`config.mk`:
```
export PLATFORM = sky130hd
export DESIGN_NAME = escape_sequence_decoder_unit
export DESIGN_NICKNAME = d
export VERILOG_FILES = /design/src/rtl/esd_pkg.sv /design/src/rtl/esd_decode.sv /design/src/rtl/esd_out_fifo.sv /design/src/rtl/escape_sequence_decoder_unit.sv
export SDC_FILE = /design/constraint.sdc
export NUM_CORES = 1
export LEC_CHECK = 0
export BUFFER_PORTS_ARGS = -buffer_cell sky130_fd_sc_hd__buf_2
export CORE_ASPECT_RATIO = 1.2
export CORE_MARGIN = 4
export CORE_UTILIZATION = 46
export CTS_BUF_LIST = sky130_fd_sc_hd__clkbuf_8
export CTS_CLUSTER_SIZE = 28
export DETAILED_ROUTE_END_ITERATION = 8
export SETUP_SLACK_MARGIN = 0.3
export SYNTH_ARGS = -nofsm -noshare
export SYNTH_HDL_FRONTEND = slang
export SYNTH_SLANG_ARGS = --single-unit
```
`constraint.sdc`:
```
create_clock -name clk -period 4.3 [get_ports clk]
set_input_delay 0.215 -clock clk [delete_from_list [all_inputs] [get_ports clk]]
set_output_delay 0.215 -clock clk [all_outputs]
set_load 0.03 [all_outputs]
```
`src/rtl/esd_pkg.sv`:
```
// Shared types, character codes and helpers for the escape sequence decoder.
`default_nettype none

package esd_pkg;

  localparam int LENGTH_BITS_DEF = 16;   // default width of the length counter
  localparam int OUT_LEN_W       = 16;   // width of the reported length
  localparam int FIFO_DEPTH      = 4;    // result buffer entries

  // Character codes
  localparam logic [7:0] CH_BSLASH  = 8'h5C;
  localparam logic [7:0] CH_NEWLINE = 8'd10;
  localparam logic [7:0] CH_QMARK   = 8'h3F;
  localparam logic [7:0] CH_0       = 8'h30;
  localparam logic [7:0] CH_7       = 8'h37;
  localparam logic [7:0] CH_9       = 8'h39;
  localparam logic [7:0] CH_LA      = 8'h61;
  localparam logic [7:0] CH_LB      = 8'h62;
  localparam logic [7:0] CH_LC      = 8'h63;
  localparam logic [7:0] CH_LF      = 8'h66;
  localparam logic [7:0] CH_LN      = 8'h6E;
  localparam logic [7:0] CH_LR      = 8'h72;
  localparam logic [7:0] CH_LT      = 8'h74;
  localparam logic [7:0] CH_LV      = 8'h76;
  localparam logic [7:0] CH_LX      = 8'h78;
  localparam logic [7:0] CH_UA      = 8'h41;
  localparam logic [7:0] CH_UF      = 8'h46;
  localparam logic [7:0] CH_UX      = 8'h58;

  // Control codes produced by the letter escapes
  localparam logic [7:0] CODE_BEL = 8'h07;
  localparam logic [7:0] CODE_BS  = 8'h08;
  localparam logic [7:0] CODE_FF  = 8'h0C;
  localparam logic [7:0] CODE_LF  = 8'h0A;
  localparam logic [7:0] CODE_HT  = 8'h09;
  localparam logic [7:0] CODE_CR  = 8'h0D;
  localparam logic [7:0] CODE_VT  = 8'h0B;
  localparam logic [7:0] CODE_FS  = 8'h1C;

  typedef enum logic [1:0] {
    MODE_TEXT = 2'd0,
    MODE_ESC  = 2'd1,
    MODE_HEX  = 2'd2,
    MODE_OCT  = 2'd3
  } parse_mode_t;

  // One result item
  typedef struct packed {
    logic [7:0]           data;
    logic                 valid;
    logic                 last;
    logic [OUT_LEN_W-1:0] length;
  } res_t;

  // Results of one decoded input byte, handed to the result buffer
  typedef struct packed {
    logic [1:0] count;
    res_t       r0;
    res_t       r1;
  } push_t;

  // {is_hex_digit, value}
  function automatic logic [4:0] hex_digit(input logic [7:0] c);
    logic [4:0] res;
    res = 5'd0;
    if (c inside {[CH_0:CH_9]})
      res = {1'b1, 4'(c - CH_0)};
    else if (c inside {[CH_LA:CH_LF]})
      res = {1'b1, 4'(c - CH_LA + 8'd10)};
    else if (c inside {[CH_UA:CH_UF]})
      res = {1'b1, 4'(c - CH_UA + 8'd10)};
    return res;
  endfunction

endpackage

`default_nettype wire

```
`src/rtl/esd_decode.sv`:
```
// Escape parser: parse state, length counter and per-byte result decode.
`default_nettype none

module esd_decode #(
  parameter int LENGTH_BITS = esd_pkg::LENGTH_BITS_DEF
) (
  input  wire logic          clk,
  input  wire logic          rst_n,
  input  wire logic [7:0]    item_byte,
  input  wire logic          item_last,
  input  wire logic          adv,        // staged byte is consumed this cycle
  output esd_pkg::push_t     push
);

  esd_pkg::parse_mode_t   mode_r, mode_nxt;
  logic [7:0]             digit_r, digit_nxt;
  logic [1:0]             taken_r, taken_nxt;
  logic [LENGTH_BITS-1:0] count_r, count_nxt;
  logic [LENGTH_BITS-1:0] len0, len1;

  logic [1:0] ne;
  logic [7:0] b0, b1;
  logic [4:0] hx;
  logic       is_oct;
  logic       do_text;
  logic [7:0] acc;

  // saturating lengths after one and two emitted bytes
  assign len0 = (&count_r) ? count_r : count_r + 1'b1;
  assign len1 = (&len0) ? len0 : len0 + 1'b1;

  always_comb begin
    mode_nxt  = mode_r;
    digit_nxt = digit_r;
    taken_nxt = taken_r;
    ne        = 2'd0;
    b0        = 8'd0;
    b1        = 8'd0;
    do_text   = 1'b0;
    acc       = 8'd0;
    hx        = esd_pkg::hex_digit(item_byte);
    is_oct    = item_byte inside {[esd_pkg::CH_0:esd_pkg::CH_7]};

    case (mode_r)
      esd_pkg::MODE_TEXT: begin
        do_text = 1'b1;
      end
      esd_pkg::MODE_ESC: begin
        mode_nxt = esd_pkg::MODE_TEXT;
        case (item_byte)
          esd_pkg::CH_LA:      begin b0 = esd_pkg::CODE_BEL; ne = 2'd1; end
          esd_pkg::CH_LB:      begin b0 = esd_pkg::CODE_BS;  ne = 2'd1; end
          esd_pkg::CH_LC:      begin b0 = esd_pkg::CODE_FS;  ne = 2'd1; end
          esd_pkg::CH_LF:      begin b0 = esd_pkg::CODE_FF;  ne = 2'd1; end
          esd_pkg::CH_LN:      begin b0 = esd_pkg::CODE_LF;  ne = 2'd1; end
          esd_pkg::CH_LT:      begin b0 = esd_pkg::CODE_HT;  ne = 2'd1; end
          esd_pkg::CH_LR:      begin b0 = esd_pkg::CODE_CR;  ne = 2'd1; end
          esd_pkg::CH_LV:      begin b0 = esd_pkg::CODE_VT;  ne = 2'd1; end
          esd_pkg::CH_QMARK:   begin b0 = esd_pkg::CH_QMARK; ne = 2'd1; end
          esd_pkg::CH_NEWLINE: begin end  // line continuation
          esd_pkg::CH_LX, esd_pkg::CH_UX: begin
            mode_nxt  = esd_pkg::MODE_HEX;
            digit_nxt = 8'd0;
            taken_nxt = 2'd0;
          end
          default: begin
            if (is_oct) begin
              mode_nxt  = esd_pkg::MODE_OCT;
              digit_nxt = item_byte - esd_pkg::CH_0;
              taken_nxt = 2'd1;
            end else begin
              b0 = item_byte;
              ne = 2'd1;
            end
          end
        endcase
      end
      esd_pkg::MODE_HEX: begin
        if (hx[4]) begin
          digit_nxt = {digit_r[3:0], hx[3:0]};
          taken_nxt = taken_r + 2'd1;
          if (taken_nxt >= 2'd2) begin
            mode_nxt = esd_pkg::MODE_TEXT;
            b0       = digit_nxt;
            ne       = 2'd1;
          end
        end else begin
          mode_nxt = esd_pkg::MODE_TEXT;
          b0       = digit_r;
          ne       = 2'd1;
          do_text  = 1'b1;
        end
      end
      esd_pkg::MODE_OCT: begin
        if (is_oct) begin
          acc       = item_byte - esd_pkg::CH_0;
          digit_nxt = {digit_r[4:0], 3'b000} + acc;
          taken_nxt = taken_r + 2'd1;
          if (taken_nxt >= 2'd3) begin
            mode_nxt = esd_pkg::MODE_TEXT;
            b0       = digit_nxt;
            ne       = 2'd1;
          end
        end else begin
          mode_nxt = esd_pkg::MODE_TEXT;
          b0       = digit_r;
          ne       = 2'd1;
          do_text  = 1'b1;
        end
      end
      default: begin
        mode_nxt = esd_pkg::MODE_TEXT;
      end
    endcase

    // byte handled as plain text (also after a numeric escape ends)
    if (do_text) begin
      if (item_byte == esd_pkg::CH_BSLASH) begin
        mode_nxt = esd_pkg::MODE_ESC;
      end else begin
        if (ne == 2'd0) b0 = item_byte;
        else            b1 = item_byte;
        ne = ne + 2'd1;
      end
    end

    // end of string flushes a pending numeric escape
    if (item_last && (mode_nxt == esd_pkg::MODE_HEX || mode_nxt == esd_pkg::MODE_OCT)) begin
      if (ne == 2'd0) b0 = digit_nxt;
      else            b1 = digit_nxt;
      ne = ne + 2'd1;
    end

    case (ne)
      2'd0:    count_nxt = count_r;
      2'd1:    count_nxt = len0;
      default: count_nxt = len1;
    endcase
  end

  always_comb begin
    push.r0.data   = b0;
    push.r0.valid  = (ne != 2'd0);
    push.r0.last   = item_last && (ne != 2'd2);
    push.r0.length = (ne != 2'd0) ? esd_pkg::OUT_LEN_W'(len0)
                                  : esd_pkg::OUT_LEN_W'(count_r);
    push.r1.data   = b1;
    push.r1.valid  = 1'b1;
    push.r1.last   = item_last;
    push.r1.length = esd_pkg::OUT_LEN_W'(len1);
    // a last byte with nothing decoded still yields one end result
    if (!adv)
      push.count = 2'd0;
    else if (ne == 2'd0 && item_last)
      push.count = 2'd1;
    else
      push.count = ne;
  end

  always_ff @(posedge clk) begin
    if (!rst_n) begin
      mode_r  <= esd_pkg::MODE_TEXT;
      digit_r <= 8'd0;
      taken_r <= 2'd0;
      count_r <= '0;
    end else if (adv) begin
      if (item_last) begin
        mode_r  <= esd_pkg::MODE_TEXT;
        digit_r <= 8'd0;
        taken_r <= 2'd0;
        count_r <= '0;
      end else begin
        mode_r  <= mode_nxt;
        digit_r <= digit_nxt;
        taken_r <= taken_nxt;
        count_r <= count_nxt;
      end
    end
  end

  a_end_clears: assert property (@(posedge clk) disable iff (!rst_n)
    adv && item_last |=> mode_r == esd_pkg::MODE_TEXT && count_r == '0)
    else $error("parse state not cleared after end of string");

  a_end_pushes: assert property (@(posedge clk) disable iff (!rst_n)
    adv && item_last |-> push.count != 2'd0)
    else $error("end of string produced no result");

  a_count_holds: assert property (@(posedge clk) disable iff (!rst_n)
    !adv |=> $stable(count_r) && $stable(mode_r))
    else $error("parse state moved without a consumed byte");

endmodule

`default_nettype wire

```
`src/rtl/esd_out_fifo.sv`:
```
// Result buffer: takes up to two results per cycle, delivers one per cycle while out_ready is high.
`default_nettype none

module esd_out_fifo (
  input  wire logic           clk,
  input  wire logic           rst_n,
  input  wire esd_pkg::push_t push,
  output logic                room2,    // two free entries
  output logic                out_valid,
  input  wire logic           out_ready,
  output esd_pkg::res_t       out_res
);

  localparam int DEPTH = esd_pkg::FIFO_DEPTH;
  localparam int PW    = $clog2(DEPTH);
  localparam int CW    = $clog2(DEPTH + 1);

  esd_pkg::res_t mem [DEPTH];
  logic [PW-1:0] wr_r, rd_r;
  logic [CW-1:0] cnt_r, cnt_nxt;
  logic          pop;
  logic [PW-1:0] wr_p1;

  assign out_valid = (cnt_r != '0);
  assign out_res   = mem[rd_r];
  assign pop       = out_valid && out_ready;
  assign room2     = (cnt_r <= CW'(DEPTH - 2));
  assign wr_p1     = wr_r + 1'b1;
  assign cnt_nxt   = cnt_r + CW'(push.count) - CW'(pop);

  always_ff @(posedge clk) begin
    if (push.count != 2'd0) mem[wr_r]  <= push.r0;
    if (push.count == 2'd2) mem[wr_p1] <= push.r1;
  end

  always_ff @(posedge clk) begin
    if (!rst_n) begin
      wr_r  <= '0;
      rd_r  <= '0;
      cnt_r <= '0;
    end else begin
      wr_r  <= wr_r + PW'(push.count);
      if (pop) rd_r <= rd_r + 1'b1;
      cnt_r <= cnt_nxt;
    end
  end

  a_no_overflow: assert property (@(posedge clk) disable iff (!rst_n)
    CW'(push.count) <= CW'(DEPTH) - cnt_r)
    else $error("result buffer overflow");

  a_cnt_bound: assert property (@(posedge clk) disable iff (!rst_n)
    cnt_r <= CW'(DEPTH))
    else $error("result buffer count out of range");

  a_pop_only: assert property (@(posedge clk) disable iff (!rst_n)
    pop && push.count == 2'd0 |=> cnt_r == $past(cnt_r) - 1'b1)
    else $error("result buffer count wrong after a read");

endmodule

`default_nettype wire

```
`src/rtl/escape_sequence_decoder_unit.sv`:
```
// Top level of the C string escape sequence decoder.
`default_nettype none

// Decodes a C-style escaped string arriving one byte per transfer on the
// in_ stream (in_tlast on the final byte) and delivers decoded bytes on the
// out_ stream. Plain bytes pass through; a backslash starts an escape
// (letter codes a b c f n t r v ?, line continuation, \x with up to two hex
// digits, up to three octal digits kept to 8 bits). A numeric escape cut
// short by another byte emits its value and handles that byte as text, so
// one input transfer yields zero, one or two results; at end of string a
// pending numeric value is flushed and a trailing lone backslash is dropped.
// The final result of each string has out_tlast set and carries the decoded
// length (saturating at 2^LENGTH_BITS-1, reported in 16 bits); if the last
// byte decodes to nothing, one result with out_tuser low and data 0 still
// marks the end. Timing: one input transfer per clock while the result
// buffer has room; a result passes through the input stage register and
// then the result buffer. The 4-entry result buffer must hold two free
// entries for the staged byte to move on, so with out_tready held high only
// runs of two-result bytes slow the input side, to the one-result-per-cycle output.
// Parse state resets after every end of string.

module escape_sequence_decoder_unit #(
  parameter int LENGTH_BITS = esd_pkg::LENGTH_BITS_DEF   // 8..32
) (
  input  wire logic        clk,
  input  wire logic        rst_n,
  // input stream
  input  wire logic        in_tvalid,
  output logic             in_tready,
  input  wire logic [7:0]  in_tdata,    // [7:0] in_byte
  input  wire logic        in_tlast,    // in_last
  // result stream
  output logic             out_tvalid,
  input  wire logic        out_tready,
  output logic [23:0]      out_tdata,   // [7:0] out_byte, [23:8] out_length
  output logic             out_tuser,   // byte_valid
  output logic             out_tlast    // out_end
);

  // input stage register
  logic       stg_valid_r;
  logic [7:0] stg_byte_r;
  logic       stg_last_r;

  logic           room2;
  logic           adv;
  esd_pkg::push_t push;
  esd_pkg::res_t  head;

  // staged byte moves into the buffer only when both results would fit
  assign adv       = stg_valid_r && room2;
  assign in_tready = !stg_valid_r || room2;

  always_ff @(posedge clk) begin
    if (!rst_n) begin
      stg_valid_r <= 1'b0;
    end else if (in_tready) begin
      stg_valid_r <= in_tvalid;
    end
  end

  always_ff @(posedge clk) begin
    if (in_tready && in_tvalid) begin
      stg_byte_r <= in_tdata;
      stg_last_r <= in_tlast;
    end
  end

  esd_decode #(
    .LENGTH_BITS (LENGTH_BITS)
  ) u_decode (
    .clk       (clk),
    .rst_n     (rst_n),
    .item_byte (stg_byte_r),
    .item_last (stg_last_r),
    .adv       (adv),
    .push      (push)
  );

  esd_out_fifo u_out_fifo (
    .clk       (clk),
    .rst_n     (rst_n),
    .push      (push),
    .room2     (room2),
    .out_valid (out_tvalid),
    .out_ready (out_tready),
    .out_res   (head)
  );

  assign out_tdata = {head.length, head.data};
  assign out_tuser = head.valid;
  assign out_tlast = head.last;

endmodule

`default_nettype wire

```
==> results by group, run 1 <==
Status
  – Status: complete, no violations

GRT
  – Initial antenna violation count: 0
  – Global-route wire length before repair: 47,600 um
  – Grt ovf: 0
  – Vias in the first global route: 8,309
  – Met1 usage: 31.9%
  – Met2 GRT Util: 45.7%
  – Gr busiest metal: met2
  – Met3 track demand over resource: 3.64%
  – Largest net degree at the start of global routing: 29
  – Global Route Usage Sum: 26.0%

Worst setup path
  – Crit path max fanout: 5
  – Reg2reg setup slack: 290 ps
  – CP Launch Point: stg_byte_r[4]
  – Critical path type: flip-flop to flip-flop
  – Reg2reg end: u_out_fifo.cnt_r[2]
  – Worst reg2reg startpoint: stg_byte_r[4]
  – CP Launch Type: flip-flop
  – Worst setup EP type: flip-flop
  – Worst Setup EP: u_out_fifo.cnt_r[2]
  – FF-to-FF path depth: 20
  – Arr. time, crit path: 4380 ps
  – CP Data Required Time: 4670 ps

Power
  – Sw power: 1.52 mW
  – Combinational share of power: 28.2%
  – LEAKAGE: 3.91 nW
  – Sequential share of power: 43.1%
  – Clock power share: 28.7%
  – Internal power: 2.64 mW
  – Power per Cell Area: 358 nW/um2
  – VDD IR max: 0.218 mV
  – Switching Share: 36.6%
  – Total Power: 4.16 mW

Clock tree
  – TritonCTS clock tree: built
  – Max clock buf depth: 2
  – Total CTS buffers: 17
  – Root buffer cell: clkbuf_8
  – Worst-Skew Late Latency: 470 ps
  – Clock slew at reported path FFs: 100 ps
  – Sink Count: 151
  – Max H-tree Level: 4

Die
  – Die footprint: 23,400 um2
  – FP Rows: 57
  – Starting Density: 47.2%
  – Core ar.: 20,500 um2
  – I/O Pins: 41
  – Die height: 167 um
  – Width of the die: 140 um

Synthesis
  – Yosys top cell by area: edfxtp_1
  – Register area share after synthesis: 42.6%
  – Synth async-reset ratio: 0%
  – FF+latch count, synth: 151
  – Synth area leaders: edfxtp_1, dfxtp_1, mux4_2
  – Top cell type's share of synthesized area: 33.9%
  – Syn Area/Cell: 10.2 um2
  – Post-synthesis net count: 981
  – Synth unique cells: 94
  – Synth Warn #: 0
  – Number of synthesized flops with an enable pin: 109
  – Gate Count Post-Synth: 944
  – Leading register cell type out of synthesis: edfxtp_1
  – Synthesized cell area: 9670 um2
  – Top cells by count, synth: edfxtp_1, nand2_1, o22ai_1
  – Count leader, synth: edfxtp_1

Layout
  – Share of layout cells above drive strength 1: 27.3%
  – Nets: 1,070
  – Fill count: 1,796
  – Antenna fix cells: 0
  – Layout area overhead: 20.2%

Place
  – Gpl congestion: 0.963
  – I/O Buffers: 40
  – Dpl hpwl: 21,800 um

Worst hold path
  – Worst Hold Depth: 2
  – Hold Crit Class: primary input to flip-flop

Timing
  – Max Slew Vio Count: 0
  – Highest clock rate: 0.249 GHz
  – Pin slew with the least headroom to its limit: 1000 ps
  – Max-slew headroom: 33.1%
  – Minimum hold slack: 195 ps
  – Final setup viols: 0
  – Tcrit/Tclk final: 93.4%
  – Post-route setup TNS: 0 ps
  – Final hold vios: 0
  – Minimum clock period: 4010 ps
  – RSZ-0062 raised after global routing: yes
  – Skew final: 23.7 ps

Route
  – Vias: 8,475
  – Via density: 6.46
  – First-pass DRT Iterations: 5
  – WL final: 31,200 um
  – Starting DRC count in detailed routing: 845
  – Post-route ant nets: 0
  – DRC: 0
  – Routed length per instance: 23.8 um

Job
  – Maxcap violations: 0
[how the worst min path moves through the flow]
stage                start  slack, ps             endpoint
3_3_place_gp   in_tdata[2]        390        stg_byte_r[2]
2_1_floorplan  in_tdata[0]        310        stg_byte_r[0]
4_1_cts              rst_n        180  u_decode.digit_r[7]
6_report             rst_n        190  u_decode.digit_r[7]
5_1_grt              rst_n        220  u_decode.digit_r[7]
3_5_place_dp   in_tdata[1]        390        stg_byte_r[1]
[layer usage]
metal / wire length [um] / share of wire (%)
met1: 12000 / 38
met2: 16100 / 51
met3: 1880 / 6.0
met4: 1280 / 4.1
met5: 0 / 0
[power groups by stage]
stage	combinational (mW)	sequential (mW)	clock (mW)
finish	1.17	1.79	1.19
detailed placement	1.11	1.82	0
CTS	1.13	1.79	1.20
floorplan	0.873	1.73	0
global placement	1.10	1.82	0
global route	1.25	1.81	1.27
[flip-flops by register name (all words and copies together), names as in the netlist, named ones only]
name	cells
u_decode.taken_r	2
u_decode.count_r	16
u_out_fifo.wr_r	2
u_decode.digit_r	8
u_out_fifo.mem	104
stg_byte_r	8
stg_valid_r	1
u_out_fifo.cnt_r	3
u_decode.mode_r	2
u_out_fifo.rd_r	2
stg_last_r	1
[placed cells by master (no fill, tap or decap), drive strengths merged, types with 11 or more instances in the layout]
cell,n
nor2b,14
nand3,21
nand4,11
a21oi,46
nand2,94
ha,22
and2,26
o21ai,56
a31oi,11
mux2i,23
edfxtp,109
inv,26
dfxtp,42
nand2b,12
a22o,21
mux4,26
o22ai,81
nor2,59
xnor2,28
clkbuf,18
nor3,16
buf,117
[metrics by stage]
stage | worst slack [ps] | util (%) | area [um2] | instances
2_1_floorplan | 59.3 | - | 9840 | 944
3_3_place_gp | 204 | 51.2 | 10500 | 1242
3_5_place_dp | 154 | 51.2 | 10500 | 1242
4_1_cts | 269 | 54.2 | 11100 | 1292
5_1_grt | 153 | 56.7 | 11600 | 1311
6_report | 286 | 56.7 | 11600 | 1311
[repair_timing]
item	CTS	global route
cloned	0	6
setup endpoints to repair	73	217
pin swaps	5	21
gates resized for setup	6	69
hold endpoints to repair	10	0
hold buffers	10	0
setup buffers	8	13
[worst max-delay path, cell delays in order (launching register included)]
cell      delay, ps
edfxtp_1        460
inv_2           140
ha_1            210
mux2_1          330
nand3_1         120
o32ai_4          90
or2_4           280
a21o_1          180
nand2_1          70
ha_1            210
or2_4           230
o211a_4         260
inv_4            60
ha_4            140
nand2_2          40
a21o_1          200
ha_4            280
inv_2            30
fa_2            320
xnor2_1         120
and2_1          150
[kinds of logic after synthesis]
family	Yosys count	synth area share, %
xor gates and xnor gates	35	3.17
buffers and inverters	84	3.70
DFF	151	42.6
adders and majority gates	24	3.26
muxes	56	9.37
AOI/OAI and AO/OA	302	21.8
and+or+nand+nor	292	16.1
[area by class of cell]
cell class / count / area (um2) / area share, %
Sequential cell: 151 / 4120 / 35.4
Clock inverter: 15 / 205 / 1.77
Clock buffer: 17 / 234 / 2.01
Timing Repair Buffer: 128 / 977 / 8.41
Inverter: 21 / 81.3 / 0.700
Multi-Input combinational cell: 714 / 5670 / 48.8
Tap cell: 265 / 332 / 2.85
(Power assumes the default switching activity.)
==> run 2: changes to the inputs <==
- CORE_MARGIN: 4 -> not set
- GPL_ROUTABILITY_DRIVEN: not set -> 0
==> run 2 against run 1 <==
- clock-buffer cell count rose by 1
- core utilization down 1.4 points
- combinational power decreased by 3%
- worst setup slack gained 16 ps
- total power fell by 1.1%
- largest cell class unchanged
- highest routed layer unchanged
==> results by group, run 2 (synthesis gave the netlist of run 1 again) <==
Status
  – Status: complete, no violations

Clock tree
  – Total CTS buffers: 17 (unchanged)
  – Clock slew at reported path FFs: 90 ps (about the same)
  – TritonCTS clock tree: built
  – Max H-tree Level: 4 (unchanged)
  – Worst-Skew Late Latency: 460 ps (about the same)
  – Sink Count: 151 (unchanged)
  – Root buffer cell: clkbuf_8
  – Max clock buf depth: 2 (unchanged)

Route
  – Via density: 6.37 (-1.5%)
  – Wire length on met2: 14,200 um (-11%)
  – Detail Route met3 WL: 1660 um (-12%)
  – DRC: 0 (unchanged)
  – First-pass DRT Iterations: 6 (+1)
  – Vias: 8,237 (-2.8%)
  – WL final: 28,100 um (-10%)
  – Routed length per instance: 21.7 um (-8.8%)
  – Wl on met1: 11,300 um (-6.0%)
  – Starting DRC count in detailed routing: 682 (-19%)
  – DR top layer: met4
  – Post-route ant nets: 0 (unchanged)

Die
  – Starting Density: 47.4% (+0.17 points)
  – Core ar.: 20,400 um2 (-0.35%)
  – I/O Pins: 41 (unchanged)
  – Width of the die: 134 um (-4.3%)
  – Die height: 161 um (-3.6%)
  – FP Rows: 57 (unchanged)
  – Die footprint: 21,600 um2 (-7.7%)

Layout
  – Area of the multi-input gates: 5510 um2 (-2.8%)
  – Core Util, Final: 55.3% (-1.4 points)
  – Fill count: 1,829 (+1.8%)
  – Nets: 1,053 (-1.6%)
  – Most frequent cells in the layout: edfxtp_1, o22ai_1, nand2_1, buf_4, nor2_1
  – Top flop regs: u_out_fifo.mem: 104 flops, u_decode.count_r: 16 flops
  – Storage element area: 4120 um2 (unchanged)
  – Largest register FFs: 104 (unchanged)
  – Share of layout cells above drive strength 1: 24.5% (-2.9 points)
  – Reg with most FFs: u_out_fifo.mem
  – Layout area overhead: 16.7%
  – Commonest non-fill, non-tap cell in the layout: edfxtp_1
  – Antenna fix cells: 0 (unchanged)
  – Final non-filler cell area: 11,300 um2 (-2.9%)

Timing
  – Final hold vios: 0 (unchanged)
  – Minimum clock period: 4000 ps (-16.4 ps)
  – Max Slew Vio Count: 0 (unchanged)
  – Tcrit/Tclk final: 93.0% (-0.38 points)
  – Max-slew headroom: 33.9% (+0.76 points)
  – Final setup viols: 0 (unchanged)
  – Post-route setup TNS: 0 ps (unchanged)
  – RSZ-0062 raised after global routing: yes
  – Highest clock rate: 0.250 GHz (+0.41%)
  – Pin slew with the least headroom to its limit: 992 ps (-11.3 ps)
  – Skew final: 19.7 ps (-3.94 ps)
  – Worst setup margin: 302 ps (+16.4 ps)

Worst setup path
  – Top Family by Delay on Critical Path: adder cells
  – CP max stage delay: 530 ps (+70 ps)
  – CP Data Required Time: 4660 ps (about the same)
  – Reg2reg end: u_out_fifo.cnt_r[2]
  – Arr. time, crit path: 4360 ps (-20 ps)
  – Critical-path top delay cell: edfxtp_1
  – CP Launch Point: stg_byte_r[1]
  – Worst reg2reg startpoint: stg_byte_r[1]
  – CP cell instances: ha_4, and4b_2, a32oi_2, o32ai_4, or2_4, a21o_1, nand2_1, ha_1, or2_4, o211a_4, inv_4, ha_4, nand2_1, a21o_1, ha_1, inv_2, fa_2, xnor2_1, and2_1
  – CP bufs+invs: 2 (-1)
  – Crit path max fanout: 4 (-1)
  – CP Launch Type: flip-flop
  – Reg2reg setup slack: 300 ps (+20 ps)
  – FF-to-FF path depth: 19 (-5.0%)
  – Worst setup EP type: flip-flop
  – Critical path type: flip-flop to flip-flop

Power
  – Internal power: 2.68 mW (+1.8%)
  – Power per Cell Area: 364 nW/um2 (+1.8%)
  – Switching Share: 34.7% (-1.9 points)
  – Sequential share of power: 43.4% (+0.3 points)
  – Sw power: 1.43 mW (-6.1%)
  – VDD IR max: 0.266 mV (+22%)
  – Combinational share of power: 27.5% (-0.7 points)
  – LEAKAGE: 3.72 nW (-4.9%)
  – Clock power share: 29.1% (+0.4 points)

Worst hold path
  – Hold wc startpoint: in_tvalid
  – Worst Hold Depth: 3 (+1)
  – Hold Crit Endpoint: stg_valid_r
  – Hold Crit Class: primary input to flip-flop

GRT
  – Largest net degree at the start of global routing: 29 (unchanged)
  – Initial antenna violation count: 0 (unchanged)
  – Grt ovf: 0 (unchanged)
  – Vias in the first global route: 7,946 (-4.4%)
  – Global Route Usage Sum: 26.5% (+0.58 points)
  – Global-route wire length before repair: 44,000 um (-7.6%)

Job
  – Maxcap violations: 0 (unchanged)

Place
  – I/O Buffers: 40 (unchanged)
  – Area after DPL: 10,400 um2 (-0.45%)
  – Setup WS pre-CTS: 117 ps (-37.0 ps)
  – Dpl hpwl: 20,300 um (-6.9%)
run 2: power by group through the flow:
stage	clock network, mW	registers, mW	logic (mW)
6_report	1.20	1.78	1.13
5_1_grt	1.27	1.81	1.21
3_3_place_gp	0	1.82	1.07
4_1_cts	1.21	1.79	1.10
2_1_floorplan	0	1.73	0.873
3_5_place_dp	0	1.82	1.09
run 2: per-layer routing:
layer / GRT usage (%) / vias up
met5: 0 / -
met4: 11.2 / 0
met3: 4.39 / 88
met2: 46.2 / 385
met1: 32.3 / 3944
li1: - / 3820
run 2: stage by stage:
step | power (mW) | std cells | hold WS, ps
after global placement | 2.89 | 1234 | 392
after floorplan | 2.60 | 944 | 314
final | 4.11 | 1294 | 42.6
after CTS | 4.10 | 1285 | 48.0
after detailed placement | 2.91 | 1234 | 393
after global routing | 4.29 | 1294 | 47.6
run 2: final cells by class:
type                       instances  share of cell area (%)
multi-input combinational        710                    48.8
clock inverter                    14                    1.59
tap                              265                    2.94
sequential                       151                    36.5
inverter                          21                   0.721
timing repair buffer             115                    7.25
clock buffer                      18                    2.20
run 2: tightest hold or removal path, delay by kind of cell:
kind / cells / cell delay (ps)
buf+inv: 2 / 140
compound gates: 1 / 90
run 2: how the worst max path moves through the flow:
stage,to,slack [ps],cells past startpoint
4_1_cts,u_out_fifo.cnt_r[2],250,19
5_1_grt,u_out_fifo.mem[0][9],190,16
3_3_place_gp,u_out_fifo.cnt_r[2],190,20
3_5_place_dp,u_out_fifo.cnt_r[1],120,19
2_1_floorplan,u_out_fifo.cnt_r[2],60,21
6_report,u_out_fifo.cnt_r[2],300,19
run 2: repair_timing:
action / CTS / global route
hold buffers: 9 / 0
pin swaps: 10 / 8
hold endpoints to repair: 9 / 0
gates resized for setup: 4 / 30
gates cloned: 0 / 1
setup buffers: 10 / 8
setup endpoints to repair: 71 / 195
==> run 3: changes to the inputs <==
- CORE_ASPECT_RATIO: 1.2 -> not set
==> run 3 against run 2 <==
- critical path depth rose by 1
- maximum frequency rose by 0.76%
- register-to-register slack improved by 30 ps
- via count barely moved
- final cell count rose by 0.85%
- sequential share of layout area rose by 0.15 points
- clock-buffer cell count fell by 1
- die area barely moved
- critical path type unchanged
- largest power group unchanged
==> results by group, run 3 (synthesis gave the netlist of run 1 again) <==
Timing
  – Pin slew with the least headroom to its limit: 1090 ps (+103 ps)
  – RSZ-0062 raised after global routing: yes
  – Skew final: 16.1 ps (-3.66 ps)
  – Minimum clock period: 3970 ps (-30.3 ps)
  – Final hold vios: 0 (unchanged)
  – Max-slew headroom: 26.9% (-7.0 points)
  – Post-route setup TNS: 0 ps (unchanged)
  – Final setup viols: 0 (unchanged)
  – Tcrit/Tclk final: 92.3% (-0.70 points)
  – Worst setup margin: 332 ps (+30.3 ps)
  – Max Slew Vio Count: 0 (unchanged)
  – Highest clock rate: 0.252 GHz (+0.76%)

GRT
  – Global Route Usage Sum: 25.7% (-0.85 points)
  – Global-route wire length before repair: 42,900 um (-2.5%)
  – Largest net degree at the start of global routing: 29 (unchanged)
  – Vias in the first global route: 7,594 (-4.4%)
  – Initial antenna violation count: 0 (unchanged)
  – Grt ovf: 0 (unchanged)

Worst setup path
  – Reg2reg setup slack: 330 ps (+30 ps)
  – CP max stage delay: 460 ps (-70 ps)
  – Critical-path top delay cell: edfxtp_1
  – CP Launch Type: flip-flop
  – CP cell instances: buf_6, ha_4, and4b_2, a32oi_2, o32ai_4, or2_4, a21o_1, nand2_1, ha_1, or2_4, o211a_4, inv_4, ha_4, nand2_2, a21o_1, ha_1, inv_2, fa_2, xnor2_1, and2_1
  – Critical path type: flip-flop to flip-flop
  – Arr. time, crit path: 4330 ps (-30 ps)
  – Worst setup EP type: flip-flop
  – Crit path max fanout: 4 (unchanged)
  – CP Data Required Time: 4660 ps (about the same)

Worst hold path
  – Hold Crit Class: primary input to flip-flop

Layout
  – Core Util, Final: 55.0% (-0.31 points)
  – Largest register FFs: 104 (unchanged)
  – Nets: 1,059 (+0.57%)
  – Antenna fix cells: 0 (unchanged)
  – Commonest non-fill, non-tap cell in the layout: edfxtp_1
  – Reg with most FFs: u_out_fifo.mem
  – Layout area overhead: 16.2%
  – Top flop regs: u_out_fifo.mem: 104 flops, u_decode.count_r: 16 flops
  – Most frequent cells in the layout: edfxtp_1, o22ai_1, nand2_1, buf_4, nor2_1
  – Share of layout cells above drive strength 1: 24.8% (+0.34 points)

Power
  – LEAKAGE: 3.70 nW (-0.51%)
  – Power per Cell Area: 354 nW/um2 (-2.7%)
  – VDD IR max: 0.197 mV (-26%)

Route
  – Post-route ant nets: 0 (unchanged)
  – WL final: 27,700 um (-1.3%)
  – Vias: 8,233 (-0.049%)
  – Via density: 6.31 (-0.89%)
  – DRC: 0 (unchanged)
  – Routed length per instance: 21.3 um (-2.2%)
  – First-pass DRT Iterations: 5 (-1)
  – Starting DRC count in detailed routing: 867 (+27%)

Die
  – Die height: 147 um (-8.6%)
  – FP Rows: 52 (-8.8%)
  – Die footprint: 21,600 um2 (about the same)
  – Starting Density: 47.3% (-0.075 points)
  – I/O Pins: 41 (unchanged)
  – Core ar.: 20,400 um2 (+0.16%)
  – Width of the die: 147 um (+9.4%)

Clock tree
  – Clock slew at reported path FFs: 110 ps (+20 ps)
  – Total CTS buffers: 17 (unchanged)
  – Max H-tree Level: 4 (unchanged)
  – Sink Count: 151 (unchanged)
  – Root buffer cell: clkbuf_8
  – Worst-Skew Late Latency: 470 ps (about the same)
  – TritonCTS clock tree: built
  – Max clock buf depth: 2 (unchanged)

Place
  – Dpl hpwl: 19,400 um (-4.2%)
  – Setup WS pre-CTS: 135 ps (+17.6 ps)
  – I/O Buffers: 40 (unchanged)

Status
  – Status: complete, no violations

Job
  – Maxcap violations: 0 (unchanged)
==> run 3: worst max-delay path, delay by kind of cell (launching register included) <==
kind / cells / cell delay [ps]
simple gates: 6 / 960
flops: 1 / 460
fa+ha+maj: 5 / 1120
buf+inv: 3 / 270
xor+xnor: 1 / 120
compound gates: 5 / 930
==> run 3: path summary, 6_finish.rpt <==
path / to / startpoint / cells after the start
min: u_decode.taken_r[0] / rst_n / 2
max: u_out_fifo.cnt_r[2] / stg_byte_r[1] / 20
max reg2reg: u_out_fifo.cnt_r[2] / stg_byte_r[1] / 20
min reg2reg: u_out_fifo.mem[0][17] / u_out_fifo.mem[0][17] / 2
==> run 3: metrics by stage <==
stage                     hold slack, ps  cells  power, mW  area (um2)
after floorplan                      314    944       2.60        9840
after global placement               392   1240       2.90       10400
after detailed placement             393   1240       2.91       10400
after CTS                            192   1291       3.97       11000
after global routing                 215   1305       4.15       11200
final                                192   1305       3.98       11200
==> run 3: timing repair <==
item	in CTS	in global routing
endpoints found under the setup margin	120	161
gates resized for setup	6	29
buffers inserted	9	14
hold buffers	10	0
pin swaps	5	15
hold endpoints to repair	10	0
==> run 3: layout make-up <==
class / count / area (um2)
inverters: 21 / 81.3
well taps: 270 / 338
fillers: 1805 / 9190
clock buffers: 17 / 234
clock inverters: 15 / 133
multi-input cells: 709 / 5470
repair buffers: 122 / 865
flip-flops and latches: 151 / 4120
==> run 3: per-layer routing <==
| metal | track usage (%) | routed length, um |
|---|---|---|
| met5 | 0 | 0 |
| met2 | 38.4 | 12300 |
| met1 | 38.2 | 13000 |
| met4 | 7.73 | 465 |
| met3 | 4.22 | 1990 |
==> run 3: report_power, final <==
group / total [mW] / internal (mW) / switching, mW
combinational: 1.12 / 0.471 / 0.654
clock: 1.06 / 0.424 / 0.637
sequential: 1.80 / 1.66 / 0.133
